$ cat config.mk
export PLATFORM = sky130hd
export DESIGN_NAME = adaptive_channel_smoother
export DESIGN_NICKNAME = d
export VERILOG_FILES = /design/src/sv/acs_pkg.sv /design/src/sv/adaptive_channel_smoother.sv
export SDC_FILE = /design/constraint.sdc
export NUM_CORES = 1
export LEC_CHECK = 0
export ABC_AREA = 1
export BUFFER_PORTS_ARGS = -buffer_cell sky130_fd_sc_hd__buf_2
export CAP_MARGIN = 10
export CORE_UTILIZATION = 50
export CTS_BUF_LIST = sky130_fd_sc_hd__clkbuf_16
export DETAILED_ROUTE_END_ITERATION = 10
export MAX_ROUTING_LAYER = met4
export PLACE_DENSITY_LB_ADDON = 0.25
export SYNTH_ARGS = -nofsm -noshare
export SYNTH_HDL_FRONTEND = slang
export SYNTH_SLANG_ARGS = --single-unit
export TNS_END_PERCENT = 5
$ cat constraint.sdc
create_clock -name i_clk -period 21.8 [get_ports i_clk]
set_clock_uncertainty 0.15 [all_clocks]
set_input_delay 4.36 -clock i_clk [delete_from_list [all_inputs] [get_ports i_clk]]
set_output_delay 4.36 -clock i_clk [all_outputs]
set_load 0.03 [all_outputs]
$ cat src/sv/acs_pkg.sv
// acs_pkg: constants shared by the adaptive channel smoother
// no dependencies
`default_nettype none

package acs_pkg;

    // number of channel stores, and the index width that addresses them
    localparam int unsigned CHANNELS = 16;
    localparam int unsigned CH_W     = (CHANNELS > 1) ? $clog2(CHANNELS) : 1;

    // field widths
    localparam int unsigned CHAN_W   = 4;
    localparam int unsigned VAL_W    = 24;
    localparam int unsigned WEIGHT_W = 7;

    // thresholds on the difference between sample and stored value
    localparam int unsigned JUMP_LIMIT  = 1000;
    localparam int unsigned ROUGH_LIMIT = 100;
    localparam int unsigned ROUGH_SHIFT = 4;

    // full weight, percent
    localparam logic [WEIGHT_W-1:0] WEIGHT_FULL = 7'd100;

    // reciprocal of 100 as 5243 / 2^19, exact for numerators below 10100
    localparam logic [12:0] RECIP_100 = 13'd5243;
    localparam int unsigned RECIP_SH  = 19;

    typedef logic [VAL_W-1:0] t_val;

endpackage

`default_nettype wire

$ cat src/sv/adaptive_channel_smoother.sv
// adaptive_channel_smoother: per-channel adaptive moving average, one sample a cycle unless stalled
// depends on acs_pkg
//
// usage
//   input channel : i_valid / o_ready, payload i_chan, i_sample, i_weight
//   output channel: o_valid / i_ready, payload o_filtered
//   each input beat yields exactly one output beat, in order
//   the beat is taken into an input register; the update of the channel
//   store and the result are formed from it and land in the result register
//   once that register is free or moves on, which raises o_valid
//   throughput is one beat per cycle while the receiver keeps up, also for
//   the same channel back to back: the store is written in the same cycle
//   it is read, so the next beat sees the new value; the limit is the
//   single read-modify-write of the channel store
//   a weight above 100 counts as 100; a channel beyond the store count
//   gives 0 and leaves every store unchanged
//   reset (i_rst_n low, synchronous) clears all channel stores to zero and
//   empties both registers
//   when the receiver stalls, the result register holds and the input
//   register still takes one more beat; o_ready then falls until the
//   result moves on
`default_nettype none

module adaptive_channel_smoother (
    input  wire logic                           i_clk,
    input  wire logic                           i_rst_n,
    input  wire logic                           i_valid,
    output logic                                o_ready,
    input  wire logic [acs_pkg::CHAN_W-1:0]     i_chan,
    input  wire logic [acs_pkg::VAL_W-1:0]      i_sample,
    input  wire logic [acs_pkg::WEIGHT_W-1:0]   i_weight,
    output logic                                o_valid,
    input  wire logic                           i_ready,
    output logic [acs_pkg::VAL_W-1:0]           o_filtered
);

    import acs_pkg::*;

    // input register
    logic                r_in_valid;
    logic [CHAN_W-1:0]   r_chan;
    t_val                r_sample;
    logic [WEIGHT_W-1:0] r_coef;

    // result register
    logic r_out_valid;
    t_val r_filtered;

    // channel stores
    t_val r_smoothed [CHANNELS];

    logic                w_advance;
    logic                w_take;
    logic [WEIGHT_W-1:0] w_wsat;
    logic [6:0]          w_chan_ext;
    logic [CH_W-1:0]     w_idx;
    logic                w_in_range;
    t_val                w_old;
    logic signed [25:0]  w_d;
    logic [25:0]         w_absd;
    logic                w_jump;
    logic                w_rough;
    logic signed [25:0]  w_rough_nv;
    logic signed [7:0]   w_d8;
    logic signed [15:0]  w_p;
    logic [13:0]         w_pabs;
    logic [13:0]         w_padj;
    logic [26:0]         w_qprod;
    logic [6:0]          w_q;
    t_val                w_fine_nv;
    t_val                w_nv;
    t_val                n_filtered;

    // handshake
    assign w_advance = r_in_valid && (!r_out_valid || i_ready);
    assign o_ready   = !r_in_valid || w_advance;
    assign w_take    = i_valid && o_ready;
    assign o_valid   = r_out_valid;
    assign o_filtered = r_filtered;

    // weight saturation; 100 minus the weight is kept as the sample's share
    assign w_wsat = (i_weight > WEIGHT_FULL) ? WEIGHT_FULL : i_weight;

    // channel lookup
    assign w_chan_ext = {{(7 - CHAN_W){1'b0}}, r_chan};
    assign w_idx      = w_chan_ext[CH_W-1:0];
    assign w_in_range = (w_chan_ext < 7'(CHANNELS));
    assign w_old      = r_smoothed[w_idx];

    // difference and mode selection
    assign w_d     = $signed({2'b00, r_sample}) - $signed({2'b00, w_old});
    assign w_absd  = w_d[25] ? 26'(-w_d) : 26'(w_d);
    assign w_jump  = (w_absd >= 26'(JUMP_LIMIT));
    assign w_rough = (w_absd >= 26'(ROUGH_LIMIT));

    // rough step: move by the difference shifted right arithmetically
    assign w_rough_nv = $signed({2'b00, w_old}) + (w_d >>> ROUGH_SHIFT);

    // fine step: old + floor(coef * d / 100), |d| below 100 here
    assign w_d8    = w_d[7:0];
    assign w_p     = $signed({1'b0, r_coef}) * w_d8;
    assign w_pabs  = w_p[15] ? 14'(-w_p) : 14'(w_p);
    assign w_padj  = w_p[15] ? (w_pabs + 14'd99) : w_pabs;
    assign w_qprod = 27'(w_padj) * 27'(RECIP_100);
    assign w_q     = w_qprod[RECIP_SH +: 7];
    assign w_fine_nv = w_p[15] ? (w_old - t_val'(w_q)) : (w_old + t_val'(w_q));

    // new value
    always_comb begin
        priority if (w_jump) begin
            w_nv = r_sample;
        end else if (w_rough) begin
            w_nv = w_rough_nv[VAL_W-1:0];
        end else begin
            w_nv = w_fine_nv;
        end
        n_filtered = w_in_range ? w_nv : '0;
    end

    // input register
    always_ff @(posedge i_clk) begin
        if (!i_rst_n) begin
            r_in_valid <= 1'b0;
        end else if (o_ready) begin
            r_in_valid <= i_valid;
        end
        if (w_take) begin
            r_chan   <= i_chan;
            r_sample <= i_sample;
            r_coef   <= WEIGHT_FULL - w_wsat;
        end
    end

    // result register
    always_ff @(posedge i_clk) begin
        if (!i_rst_n) begin
            r_out_valid <= 1'b0;
        end else if (w_advance) begin
            r_out_valid <= 1'b1;
        end else if (i_ready) begin
            r_out_valid <= 1'b0;
        end
        if (w_advance) begin
            r_filtered <= n_filtered;
        end
    end

    // channel stores
    always_ff @(posedge i_clk) begin
        if (!i_rst_n) begin
            for (int i = 0; i < CHANNELS; i++) begin
                r_smoothed[i] <= '0;
            end
        end else if (w_advance && w_in_range) begin
            r_smoothed[w_idx] <= w_nv;
        end
    end

    // checks
    a_reset_empty: assert property (@(posedge i_clk) !i_rst_n |=> !o_valid)
        else $error("result valid after reset");

    a_advance_loads: assert property (@(posedge i_clk) disable iff (!i_rst_n)
        w_advance |=> o_valid)
        else $error("finished beat did not reach the result register");

    a_stall_full: assert property (@(posedge i_clk) disable iff (!i_rst_n)
        !o_ready |-> (r_in_valid && r_out_valid && !i_ready))
        else $error("input refused while a register was free");

    a_jump_value: assert property (@(posedge i_clk) disable iff (!i_rst_n)
        (w_advance && w_in_range && w_jump) |=> (o_filtered == $past(r_sample)))
        else $error("large step did not take the sample");

endmodule

`default_nettype wire
Word level (Yosys, flattened, before mapping)
Memory sizes are Yosys's and may differ from the RTL's. A register that Yosys moved wholly into a read port is not among the register bits. Cells that the tools add are included.

Flip-flop bits (word level): 61. Bits in latches: 0. Memory bits (writable): 384. Memory bits (read-only): 0. Input port bits: 39. Memories: 1.

Memories: r_smoothed (depth 16, width 24, read ports 1, clocked after Yosys merged registers in 1, wr ports 16, RTL line adaptive_channel_smoother.sv:50) `t_val r_smoothed [CHANNELS];`.

Add/sub/neg operators: 8. Multiply operators: 2. Div/mod/pow operators: 0. Magnitude comparators: 4. Equal/unequal tests: 0. Shift operators: 0. Mux-type cells: 17. Bitwise gates (word level): 0. Reductions and logical operators: 9.

Operator list (number): $mux W24 (4); $mux W14 (2); $ge A26 B10 Y1 const B (1); $ge A26 B7 Y1 const B (1); $mul A14 B13 Y26 const B (1); $mux W26 (1); $neg A25 Y26 (1); $sub A24 B24 Y25 (1); $add A24 B21 Y24 (1); $add A24 B7 Y24 (1); $reduce_or A24 Y1 (1); $sub A24 B7 Y24 (1); $mul A8 B8 Y16 (1); $add A14 B7 Y14 const B (1); $neg A14 Y14 (1); $mux W4 (2); $gt A7 B7 Y1 const B (1); $mux W1 (7); $mux W7 (1); $sub A7 B7 Y7 const A (1); $lt A4 B5 Y1 const B (1); $logic_and A1 B1 Y1 (3); $logic_not A1 Y1 (2); $logic_or A1 B1 Y1 (2); $reduce_bool A2 Y1 (1).

Depth between registers and ports, before layout
Depth in word-level cells: 12. Gate-level depth with buffers: 97.

Worst setup path before layout
Ideal clock, no wire load.

Path type: reg2reg. From: reg (tool-made name). To: mem r_smoothed[10][22] in the netlist's numbering (data pin). Library setup time: 0.261 ns. Data arrival time: 14.651 ns. Path slack: 6.737 ns. Cell stages (with the launch flop): 75. Buffers on the path: 7. Period minus slack after synthesis: 15.063 ns. Cells stage by stage: dfxtp_1 > clkbuf_1 > clkbuf_1 > clkbuf_1 > clkbuf_1 > buf_1 > mux2i_1 > o211ai_1 > nand3_1 > nand2_1 > inv_1 > ha_1 > nand2_1 > inv_1 > a21oi_1 > nand2_2 > xor2_2 > inv_2 > [39 not listed] > ha_1 > o21ai_0 > ha_1 > a21oi_1 > o21a_1 > o221ai_1 > nor2_1 > o21ai_0 > a31oi_1 > o21ai_0 > nand3_1 > nand2_1 > xor2_1 > nand2_1 > nand2_1 > nand2_2 > buf_2 > a21oi_1.

RTL lines (RTL line): end, declared (adaptive_channel_smoother.sv:50).

==> flow_summary_export.csv <==
group,metric,value,unit
critical_path,endpoint_kind,"register",
critical_path,cp-start-kind,"register",
hold_path,min_path_type,"reg2reg",
sta,relSlewSlack,24.76,%
critical_path,crit_slowest_cell,"dfxtp_4",
place,port-buffer-count,64,
clocking,cts_sinks,449,
logic_synthesis,yosysWarnings,0,
flow_run,maxCapViolCount,0,
sta,finalMaxSlewViolations,0,
sta,fin_crit_sh,81.89,%
clocking,htreeDepth,2,
logic_synthesis,synth_seq_cells,449,
grt,grt_pass1_wl,134700,um
floorplanning,core,62170,um^2
logic_synthesis,synth_mux_area_share,3.027,%
sta,setup_viol,0,
logic_synthesis,yosys-top-cells-count,"nand2_1, inv_1, nor2_1",
sta,fin_crit,17850,ps
outcome,status,"finished clean",
logic_synthesis,syn_area,31740,um^2
finish,layout.cells.non_filler,4533,
logic_synthesis,synth_compound_area_share,10.15,%
place,dp_hpwl,61260,um
clocking,cts_setup_buffers,0,
grt,overflow,0,
logic_synthesis,synth_most_common_cell,"nand2_1",
logic_synthesis,synth_top_area_share,41.91,%
clocking,holdBufCountCts,0,
finish,area_growth,7.880,%
logic_synthesis,synth_fa_ha_area_share,14.14,%
finish,fin_util,55.08,%
critical_path,reg2reg_depth,67,
logic_synthesis,yosysSeqAreaShare,42.29,%
route,finalWirelength,86120,um
floorplanning,io_pins,65,
logic_synthesis,synthSimpleGateAreaFrac,18.82,%
critical_path,required,22080,ps
finish,nNetsFinal,4004,
logic_synthesis,yosysTopAreaCell,"edfxtp_1",
logic_synthesis,ys_types,52,
critical_path,worst-setup-path-type,"reg2reg",
route,vias_per_cell,5.546,
logic_synthesis,syn_area_per_cell,8.684,um^2
floorplanning,die_w,254.0,um
route,firstDrtPassIters,5,
clocking,cts_tree,"done",
clocking,cts_resized,0,
hold_path,holdPathEnd,"o_valid",
critical_path,critPathTopFamily,"adder cells",
clocking,cts.clk_slew.worst_paths,60,ps
grt,grt_max_degree,83,
hold_path,hold_depth,2,
logic_synthesis,ys.flop_type,"edfxtp_1",
critical_path,worst-path-buf-inv,10,
critical_path,crit_path_max_fanout,82,
sta,worst_slew_pin_slew,1117,ps
hold_path,holdCritStartpoint,"r_in_valid",
clocking,cts-root-to-sink-buffers,3,
sta,hold_violations,0,
grt,grt_usage,27.88,%
route,postRouteAntennaNets,0,
sta,grt_setup_unrepaired,"false",
grt,grt_pass1_vias,23837,
logic_synthesis,synth_edf_count,443,
route,wl_per_cell,19.00,um
route,vias,25139,
route,drc,0,
critical_path,critPathArrivalTime,18130,ps
logic_synthesis,syn_nets,3998,
finish,diodes,0,
critical_path,cp_common_cell,"nand2_1",
floorplanning,fp.dieH,254.0,um
sta,fmaxAchievable,56.02,MHz
logic_synthesis,synth_top_family_by_area,"simple AND/OR/NAND/NOR gates",
clocking,cts_root_buffer,"clkbuf_16",
clocking,numCtsBuffers,45,
logic_synthesis,postSynthCellCount,3655,
critical_path,r2r_end,"r_smoothed[7][23]",
floorplanning,fp-row-count,91,
floorplanning,dieArea,64490,um^2
place,place.gp.congestion,0.9886,
route,dr.first_iter.drc_count,2375,
critical_path,reg2reg_slack,3950,ps
clocking,clk_latency,610,ps
logic_synthesis,synth_xor_area_share,2.476,%
sta,fin_tns_setup,0,ps
grt,antenna_found_initial,0,
logic_synthesis,synthTopCellsByArea,"edfxtp_1, ha_1, nand2_1, inv_1, fa_1",
logic_synthesis,async_flop_share,0,%
floorplanning,start_util,51.06,%
critical_path,critPathMaxStageDelay,980,ps
place,place_inst,4451,
finish,drive_gt1_share,8.009,%
-- metrics by stage --
step           area, um^2  hold WS (ps)  setup slack, ps
2_1_floorplan       31740         298.4             6737
3_3_place_gp        32740         341.1             4292
3_5_place_dp        32740         333.3             4159
4_1_cts             34240         350.0             4109
5_1_grt             34240         387.4             2488
6_report            34240         354.6             3949
-- worst reg2reg max path, delay by kind of cell, from the launching register on --
| family | cells | cell delay [ps] |
|---|---|---|
| muxes | 1 | 230 |
| xor gates and xnor gates | 2 | 660 |
| adders and majority gates | 15 | 5960 |
| buffers and inverters | 10 | 1890 |
| and+or+nand+nor | 30 | 5280 |
| AOI/OAI and AO/OA | 9 | 2480 |
| DFF | 1 | 980 |
-- layout by cell type (no fill, tap or decap), types with 47 or more instances in the layout --
cell type | netlist | final
o211ai_1 | 99 | 99
xor2_1 | 59 | 59
nor2_1 | 480 | 480
nand2_1 | 630 | 630
edfxtp_1 | 443 | 443
a21oi_1 | 254 | 253
inv_1 | 533 | 539
mux2i_1 | 96 | 96
buf_4 | 15 | 47
ha_1 | 213 | 213
fa_1 | 91 | 91
o21ai_0 | 172 | 172
nand3_1 | 146 | 146
nand4_1 | 64 | 64
buf_2 | 21 | 64
-- layer usage --
layer	routed length, um	vias up	GRT usage, %
li1	-	12136	-
met1	38430	11962	38.46
met2	39140	906	43.30
met3	6306	135	3.267
met4	2249	0	8.021
met5	0	-	-
-- registers in the layout, summed over array words and instances (netlist names), named ones only --
name	count
r_sample	24
r_in_valid	1
r_chan	4
o_filtered	24
o_valid	1
r_coef	7
r_smoothed	384
-- worst max-delay path by stage --
stage,from,to,cells past startpoint
after floorplan,register,r_smoothed[10][22],74
after global placement,register,r_smoothed[5][23],67
after detailed placement,register,r_smoothed[5][23],67
after CTS,register,r_smoothed[7][23],67
after global routing,register,r_smoothed[7][23],69
final,register,r_smoothed[7][23],67
-- kinds of logic after synthesis --
group	Yosys count
AO/OA/AOI/OAI	573
XOR/XNOR	88
AND/OR/NAND/NOR	1418
multiplexers	96
buffers and inverters	727
flip-flops	449
adder cells (fa/ha/maj)	304
-- layout make-up --
type	instances	area [um^2]
Clock buffer	45	1126
Clock inverter	37	374.1
Fill cell	5754	27930
Inverter	575	2160
Multi-Input combinational cell	2479	15430
Sequential cell	449	13430
Tap cell	837	1047
Timing Repair Buffer	111	673.1
Power is not shown: default switching activity piles up to over one toggle a cycle in this logic, so the estimate is an artifact.
